`src/rfd_pkg.sv`:
```
// Types, constants and the CRC step shared by the frame deframer.
package rfd_pkg;

   // Largest payload length that is accepted as legal.
   localparam logic [7:0]  MaxPayload   = 8'd64;

   localparam logic [15:0] CrcInit      = 16'hFFFF;
   localparam logic [15:0] CrcPoly      = 16'hA001;

   localparam logic [8:0]  MinFrame     = 9'd13;
   localparam logic [8:0]  CounterMax   = 9'd511;

   // Byte positions within a frame.
   localparam logic [8:0]  PosSyncFirst  = 9'd0;
   localparam logic [8:0]  PosSyncSecond = 9'd1;
   localparam logic [8:0]  PosVersion    = 9'd2;
   localparam logic [8:0]  PosCrcStart   = 9'd4;
   localparam logic [8:0]  PosFlowLow    = 9'd8;
   localparam logic [8:0]  PosFlowHigh   = 9'd9;
   localparam logic [8:0]  PosLength     = 9'd10;
   localparam logic [8:0]  PosPayload    = 9'd11;

   localparam int          NumHdrBytes   = 6;

   // Configuration register indexes.
   localparam logic [0:0]  CsrSyncFirst  = 1'b0;
   localparam logic [0:0]  CsrSyncSecond = 1'b1;

   typedef enum logic [0:0] {
      KIND_PAYLOAD = 1'b0,
      KIND_REPORT  = 1'b1
   } kind_type;

   typedef enum logic [2:0] {
      ST_OK       = 3'd0,
      ST_SHORT    = 3'd1,
      ST_HEADER   = 3'd2,
      ST_LENGTH   = 3'd3,
      ST_MISMATCH = 3'd4,
      ST_CRC      = 3'd5
   } status_type;

   typedef struct packed {
      kind_type    kind;
      logic [7:0]  payload_byte;
      logic [7:0]  payload_index;
      status_type  status;
      logic [7:0]  version;
      logic [7:0]  msg_kind;
      logic [7:0]  src_role;
      logic [7:0]  src_group;
      logic [7:0]  dst_role;
      logic [7:0]  dst_group;
      logic [15:0] flow;
      logic [7:0]  count;
   } rsp_item_type;

   // One byte of CRC-16/MODBUS, reflected, unrolled over the eight bits.
   function automatic logic [15:0] crc_byte(input logic [15:0] crc, input logic [7:0] b);
      logic [15:0] c;
      c = crc ^ {8'h00, b};
      for (int k = 0; k < 8; k++) begin
         if (c[0]) begin
            c = (c >> 1) ^ CrcPoly;
         end else begin
            c = c >> 1;
         end
      end
      return c;
   endfunction

endpackage

```
`src/radio_frame_deframer_crc16.sv`:
```
// A result is registered in the result register, or first in the skid register.
// Throughput: one byte per cycle while req_stall is low; the CRC step is unrolled.
// A two-entry output (result register plus skid register) keeps bytes flowing
// while the consumer stalls, until req_stall rises once both entries are full.
// Reset (synchronous, active high) clears the frame state, the sync bytes and
// both output entries; the next byte is taken as frame byte 0.
module radio_frame_deframer_crc16 import rfd_pkg::*; (
   input  logic        clock,
   input  logic        reset,

   input  logic        req_valid,
   output logic        req_stall,
   input  logic [7:0]  req_data_byte,
   input  logic        req_end_of_frame,

   output logic        rsp_valid,
   input  logic        rsp_stall,
   output logic        rsp_item_kind,
   output logic [7:0]  rsp_payload_byte,
   output logic [7:0]  rsp_payload_index,
   output logic [2:0]  rsp_frame_status,
   output logic [7:0]  rsp_version_field,
   output logic [7:0]  rsp_message_kind,
   output logic [7:0]  rsp_source_role_field,
   output logic [7:0]  rsp_source_group_field,
   output logic [7:0]  rsp_dest_role_field,
   output logic [7:0]  rsp_dest_group_field,
   output logic [15:0] rsp_flow_ident,
   output logic [7:0]  rsp_payload_count,

   input  logic        csr_write_enable,
   input  logic [0:0]  csr_index,
   input  logic [7:0]  csr_write_data
);

   // Configuration.
   logic [7:0]  sync_first_ff;
   logic [7:0]  sync_second_ff;

   // Frame state.
   logic [8:0]  byte_counter_ff, byte_counter_in;
   logic [15:0] crc_ff, crc_in;
   logic        match_ff, match_in;
   logic [7:0]  hdr_ff [NumHdrBytes];
   logic [7:0]  hdr_in [NumHdrBytes];
   logic [7:0]  count_ff, count_in;
   logic [15:0] flow_ff, flow_in;
   logic [15:0] check_ff, check_in;

   // Output entries.
   logic         out_valid_ff;
   rsp_item_type out_item_ff;
   logic         skid_valid_ff;
   rsp_item_type skid_item_ff;

   logic         req_xfer;
   logic         forward;
   logic         has_result;
   logic [8:0]   payload_end;
   status_type   status;
   rsp_item_type result;

   assign req_stall = skid_valid_ff;
   assign req_xfer  = req_valid && !req_stall;

   always_ff @(posedge clock) begin
      if (reset) begin
         sync_first_ff  <= 8'h00;
         sync_second_ff <= 8'h00;
      end else if (csr_write_enable) begin
         unique case (csr_index)
            CsrSyncFirst:  sync_first_ff  <= csr_write_data;
            CsrSyncSecond: sync_second_ff <= csr_write_data;
         endcase
      end
   end

   // Next frame state and the result for the byte on the input.
   always_comb begin
      logic [8:0] p;
      p = byte_counter_ff;

      if (p == PosSyncFirst) begin
         match_in = (req_data_byte == sync_first_ff);
      end else if (p == PosSyncSecond) begin
         match_in = match_ff && (req_data_byte == sync_second_ff);
      end else begin
         match_in = match_ff;
      end

      for (int i = 0; i < NumHdrBytes; i++) begin
         hdr_in[i] = (p == PosVersion + 9'(i)) ? req_data_byte : hdr_ff[i];
      end

      flow_in = flow_ff;
      if (p == PosFlowLow) begin
         flow_in[7:0] = req_data_byte;
      end
      if (p == PosFlowHigh) begin
         flow_in[15:8] = req_data_byte;
      end
      count_in = (p == PosLength) ? req_data_byte : count_ff;

      // The CRC runs two bytes behind, so the trailing check bytes never enter it.
      crc_in   = (p >= PosCrcStart) ? crc_byte(crc_ff, check_ff[7:0]) : crc_ff;
      check_in = {req_data_byte, check_ff[15:8]};

      byte_counter_in = (p < CounterMax) ? p + 9'd1 : p;

      payload_end = PosLength + {1'b0, count_in};
      forward = !req_end_of_frame && (p >= PosPayload) && (p <= payload_end) &&
                match_in && (count_in <= MaxPayload);
      has_result = req_end_of_frame || forward;

      if (byte_counter_in < MinFrame) begin
         status = ST_SHORT;
      end else if (!match_in) begin
         status = ST_HEADER;
      end else if (count_in > MaxPayload) begin
         status = ST_LENGTH;
      end else if (byte_counter_in != MinFrame + {1'b0, count_in}) begin
         status = ST_MISMATCH;
      end else if (crc_in != check_in) begin
         status = ST_CRC;
      end else begin
         status = ST_OK;
      end

      result = '0;
      if (req_end_of_frame) begin
         result.kind      = KIND_REPORT;
         result.status    = status;
         result.version   = hdr_in[0];
         result.msg_kind  = hdr_in[1];
         result.src_role  = hdr_in[2];
         result.src_group = hdr_in[3];
         result.dst_role  = hdr_in[4];
         result.dst_group = hdr_in[5];
         result.flow      = flow_in;
         result.count     = count_in;
      end else begin
         result.kind          = KIND_PAYLOAD;
         result.payload_byte  = req_data_byte;
         result.payload_index = 8'(p - PosPayload);
      end
   end

   always_ff @(posedge clock) begin
      if (reset) begin
         byte_counter_ff <= 9'd0;
         crc_ff          <= CrcInit;
         match_ff        <= 1'b1;
         count_ff        <= 8'h00;
         flow_ff         <= 16'h0000;
         check_ff        <= 16'h0000;
         for (int i = 0; i < NumHdrBytes; i++) begin
            hdr_ff[i] <= 8'h00;
         end
      end else if (req_xfer) begin
         if (req_end_of_frame) begin
            byte_counter_ff <= 9'd0;
            crc_ff          <= CrcInit;
            match_ff        <= 1'b1;
            count_ff        <= 8'h00;
            flow_ff         <= 16'h0000;
            check_ff        <= 16'h0000;
            for (int i = 0; i < NumHdrBytes; i++) begin
               hdr_ff[i] <= 8'h00;
            end
         end else begin
            byte_counter_ff <= byte_counter_in;
            crc_ff          <= crc_in;
            match_ff        <= match_in;
            count_ff        <= count_in;
            flow_ff         <= flow_in;
            check_ff        <= check_in;
            for (int i = 0; i < NumHdrBytes; i++) begin
               hdr_ff[i] <= hdr_in[i];
            end
         end
      end
   end

   // Output register with a skid entry behind it. A new result can only arrive
   // while the skid entry is empty, since req_stall follows it.
   always_ff @(posedge clock) begin
      if (reset) begin
         out_valid_ff  <= 1'b0;
         skid_valid_ff <= 1'b0;
      end else if (!out_valid_ff || !rsp_stall) begin
         if (skid_valid_ff) begin
            out_valid_ff  <= 1'b1;
            skid_valid_ff <= 1'b0;
         end else begin
            out_valid_ff <= req_xfer && has_result;
         end
      end else if (req_xfer && has_result) begin
         skid_valid_ff <= 1'b1;
      end
   end

   always_ff @(posedge clock) begin
      if (!out_valid_ff || !rsp_stall) begin
         out_item_ff <= skid_valid_ff ? skid_item_ff : result;
      end else if (req_xfer && has_result) begin
         skid_item_ff <= result;
      end
   end

   assign rsp_valid              = out_valid_ff;
   assign rsp_item_kind          = out_item_ff.kind;
   assign rsp_payload_byte       = out_item_ff.payload_byte;
   assign rsp_payload_index      = out_item_ff.payload_index;
   assign rsp_frame_status       = out_item_ff.status;
   assign rsp_version_field      = out_item_ff.version;
   assign rsp_message_kind       = out_item_ff.msg_kind;
   assign rsp_source_role_field  = out_item_ff.src_role;
   assign rsp_source_group_field = out_item_ff.src_group;
   assign rsp_dest_role_field    = out_item_ff.dst_role;
   assign rsp_dest_group_field   = out_item_ff.dst_group;
   assign rsp_flow_ident         = out_item_ff.flow;
   assign rsp_payload_count      = out_item_ff.count;

   a_skid_behind_out: assert property (@(posedge clock) disable iff (reset)
      skid_valid_ff |-> out_valid_ff)
      else $error("skid entry holds a result while the output register is empty");

   a_frame_restart: assert property (@(posedge clock) disable iff (reset)
      (req_xfer && req_end_of_frame) |=> (byte_counter_ff == 9'd0 && crc_ff == CrcInit))
      else $error("frame state not cleared after the last byte");

   a_crc_idle_early: assert property (@(posedge clock) disable iff (reset)
      (byte_counter_ff <= PosCrcStart) |-> (crc_ff == CrcInit))
      else $error("CRC changed before the first covered byte was folded in");

   a_payload_no_status: assert property (@(posedge clock) disable iff (reset)
      (out_valid_ff && out_item_ff.kind == KIND_PAYLOAD) |->
         (out_item_ff.status == ST_OK && out_item_ff.count == 8'h00))
      else $error("payload transfer carries report fields");

endmodule
```
`config.mk`:
```
export PLATFORM = sky130hd
export DESIGN_NAME = radio_frame_deframer_crc16
export DESIGN_NICKNAME = d
export VERILOG_FILES = /design/src/rfd_pkg.sv /design/src/radio_frame_deframer_crc16.sv
export SDC_FILE = /design/constraint.sdc
export NUM_CORES = 1
export LEC_CHECK = 0
export BUFFER_PORTS_ARGS = -buffer_cell sky130_fd_sc_hd__buf_2
export CAP_MARGIN = 20
export CORE_AREA = 2 2 206 208
export CTS_CLUSTER_SIZE = 14
export DETAILED_ROUTE_END_ITERATION = 12
export DIE_AREA = 0 0 208 210
export GPL_ROUTABILITY_DRIVEN = 0
export GPL_TIMING_DRIVEN = 1
export PLACE_DENSITY_LB_ADDON = 0.15
export RECOVER_POWER = 100
export SYNTH_ARGS = -nofsm -noshare
export SYNTH_HDL_FRONTEND = slang
export SYNTH_SLANG_ARGS = --single-unit
```
`constraint.sdc`:
```
create_clock -name clock -period 21.7 [get_ports clock]
set_input_delay 4.34 -clock clock [delete_from_list [all_inputs] [get_ports clock]]
set_output_delay 4.34 -clock clock [all_outputs]
set_load 0.02 [all_outputs]
```
==> impl_metrics.yaml <==
power_and_ir_drop:
  ir_drop_uv: 37.2
  p_leak_nw: 6.08
  power_density_mw_per_mm2: 81.8
grt:
  antenna_found_initial: 1
  grt_max_degree: 95
  track_usage_pct: 16.7
  grt_pass1_vias: 9092
  grt_pass1_wl_um: 56700
  overflow: 0
synthesis:
  synthAdderAreaFrac_pct: 1.48
  synth_common_cells: "edfxtp_1 (232), nor2_1 (169), nand2_1 (135), mux2i_1 (89), dfxtp_1 (84)"
  syn-cell-area_mm2: 0.0143
  ys.flop_type: "edfxtp_1"
  syn_inst: 1233
  synth-edff-count: 232
  synth_top_cell_area_share_pct: 48.6
  seq_area_frac_synth_pct: 60.3
  synth_warnings: 0
  synth_compound_area_share_pct: 10.6
  synth_area_leaders: "edfxtp_1 (49%), dfxtp_1 (12%), mux2i_1 (6.2%)"
  ys_types: 59
  avgSynthCellArea_um2: 11.6
  yosysTopAreaCell: "edfxtp_1"
  yosysMostFrequentCell: "edfxtp_1"
  synthMuxAreaShare_pct: 7.55
  synth-xor-area-share_pct: 5.06
  synth_top_family_by_area: "simple AND/OR/NAND/NOR gates"
  syn-num-nets: 1273
  synth-simple-area-share_pct: 11.9
  ys_ff_latch: 316
  synthArstFlopShare_pct: 0
detailed_routing:
  ant_nets: 0
  num_vias: 9604
  wire_per_inst_um: 19.7
  drt_iter0_drc: 715
  drc: 0
  vias_per_cell: 5.12
  dr.pass1.iters: 5
  wl_um: 37000
clocking:
  cts_buffer_depth: 3
  cts_tree: "built"
  clock_latency_ns: 0.52
  postCtsSetupRepairBufs: 0
  cts_root_buf: "clkbuf_16"
  clock_sinks: 316
  cts_hold_buf: 0
  clk_pin_slew_worst_paths_ns: 0.06
  cts_resized: 0
  htreeDepth: 2
  cts_made_buffers: 35
min_path:
  holdCritPathClass: "flip-flop to flip-flop"
timing:
  finalHoldViolCount: 0
  rsz0062_at_grt: "no"
  fin_ws_ns: 10.19
  worstMarginPinSlew_ns: 3.35
  relSlewSlack_pct: -123
  fin_skew_ns: 0.0138
  min_period_ns: 11.51
  setup_violations: 0
  fmax_mhz: 86.9
  period_share_pct: 53.0
  tns_ns: 0
  report.final.slew_viol_count: 567
place:
  dp_slack_ns: 12.86
  dpl_cell_area_mm2: 0.0154
  dp_cells: 1813
  dp_hpwl_um: 23500
  port_buffers: 116
critical_path:
  cp.required_ns: 21.76
  end_kind: "flip-flop"
  criticalPathCategory: "input pin to flip-flop"
  path_max_fanout: 48
  cp-start-kind: "input pin"
  cp_data_arrival_time_ns: 11.57
run_status:
  violations: "max-capacitance violations, max-slew violations"
  status: "complete, but fails checks"
floorplanning:
  start_util_pct: 34.6
  rows: 75
  die_y_um: 210
  core_mm2: 0.0415
  pin_count: 117
  dieArea_mm2: 0.0437
  die_width_um: 208
cells_and_area:
  layout.cells.non_filler: 1876
  syn_to_final_growth_pct: 13.5
  num_antenna_cells: 0
  design_area_mm2: 0.0163
  fin_nets: 1351
  drive_gt1_share_pct: 7.11
job:
  maxCapViolCount: 11
kinds of logic after synthesis:
family                   Yosys count
adder cells (fa/ha/maj)           17
AND/OR/NAND/NOR                  393
AO/OA/AOI/OAI                    215
XOR/XNOR                          78
buffers and inverters            108
flip-flops                       316
multiplexers                     106
per-stage QoR:
stage / util (%) / hold slack (ns) / power (mW)
2_1_floorplan: - / 0.424 / 0.743
3_3_place_gp: 37.1 / 0.443 / 0.775
3_5_place_dp: 37.1 / 0.443 / 0.776
4_1_cts: 39.7 / 0.458 / 1.35
5_1_grt: 39.2 / 0.480 / 1.38
6_report: 39.2 / 0.456 / 1.33
state kept, by name, summed over array words and instances (netlist names), 3 cells and up:
signal and count:
byte_counter_ff 9, count_ff 8, rsp_version_field 8, rsp_payload_index 8, sync_first_ff 8, flow_ff 16
rsp_payload_byte 8, rsp_message_kind 8, crc_ff 16, rsp_payload_count 8, rsp_dest_role_field 8, rsp_source_role_field 8
sync_second_ff 8, skid_item_ff 92, rsp_dest_group_field 8, hdr_ff 48, rsp_flow_ident 16, rsp_source_group_field 8
check_ff 16, rsp_frame_status 3
worst max-delay path: stages:
cell and delay [ns]:
clkbuf_1 1.01, mux2i_1 0.49, inv_1 0.20, ha_1 0.16
nor2b_1 0.05, o21a_1 0.16, o21a_1 0.16, o21ai_0 0.15
a21oi_1 0.10, o41ai_1 0.27, a31o_2 0.22, nor3b_1 0.19
clkbuf_1 1.85, clkbuf_1 2.12
layout by cell type (no fill, tap or decap), types with 6 or more instances in the layout:
| master | instances |
|---|---|
| clkbuf_16 | 37 |
| mux2_2 | 17 |
| nor3_1 | 10 |
| o22a_1 | 10 |
| nor4_1 | 8 |
| nor2b_1 | 16 |
| ha_1 | 17 |
| buf_2 | 20 |
| buf_4 | 6 |
| a22o_1 | 30 |
| nand4_1 | 11 |
| xor2_1 | 27 |
| mux2i_1 | 89 |
| inv_1 | 16 |
| a21oi_1 | 33 |
| clkinv_1 | 10 |
| o31ai_1 | 79 |
| xnor2_1 | 48 |
| clkbuf_1 | 115 |
| dfxtp_1 | 84 |
| nand2_1 | 135 |
| nand3_1 | 19 |
| nor2_1 | 169 |
| edfxtp_1 | 232 |
| o21ai_0 | 33 |
worst paths after layout:
path / start / endpoint / slack [ns] / cells after the start
min: count_ff[1]$_SDFFE_PP0P_ / count_ff[1]$_SDFFE_PP0P_ / 0.46 / 2
min reg2reg: count_ff[1]$_SDFFE_PP0P_ / count_ff[1]$_SDFFE_PP0P_ / 0.46 / 2
max: req_data_byte[0] / skid_item_ff[62]$_DFFE_PP_ / 10.19 / 14
max reg2reg: byte_counter_ff[0]$_SDFFE_PP0P_ / skid_item_ff[62]$_DFFE_PP_ / 12.71 / 18
where the power goes:
part | internal [mW] | total (mW) | switching (mW)
sequential | 0.668 | 0.676 | 0.00787
combinational | 0.0210 | 0.0827 | 0.0617
clock | 0.335 | 0.572 | 0.237
total | 1.02 | 1.33 | 0.307
final cells by class:
class | count | area, µm²
Clock buffer | 47 | 963
Fill cell | 4070 | 25200
Inverter | 18 | 68.8
Sequential cell | 316 | 8650
Multi-Input combinational cell | 809 | 5250
Timing Repair Buffer | 131 | 539
Tap cell | 539 | 674
Clock inverter | 16 | 120
metal layers:
layer | track usage (%) | share of wire (%) | vias up
met5 | 0 | 0.035 | -
met4 | 5.40 | 2.6 | 2
met3 | 2.94 | 4.4 | 62
met2 | 26.7 | 47 | 230
met1 | 23.0 | 46 | 4671
li1 | - | - | 4639
Power figures use the tool's default switching activity.
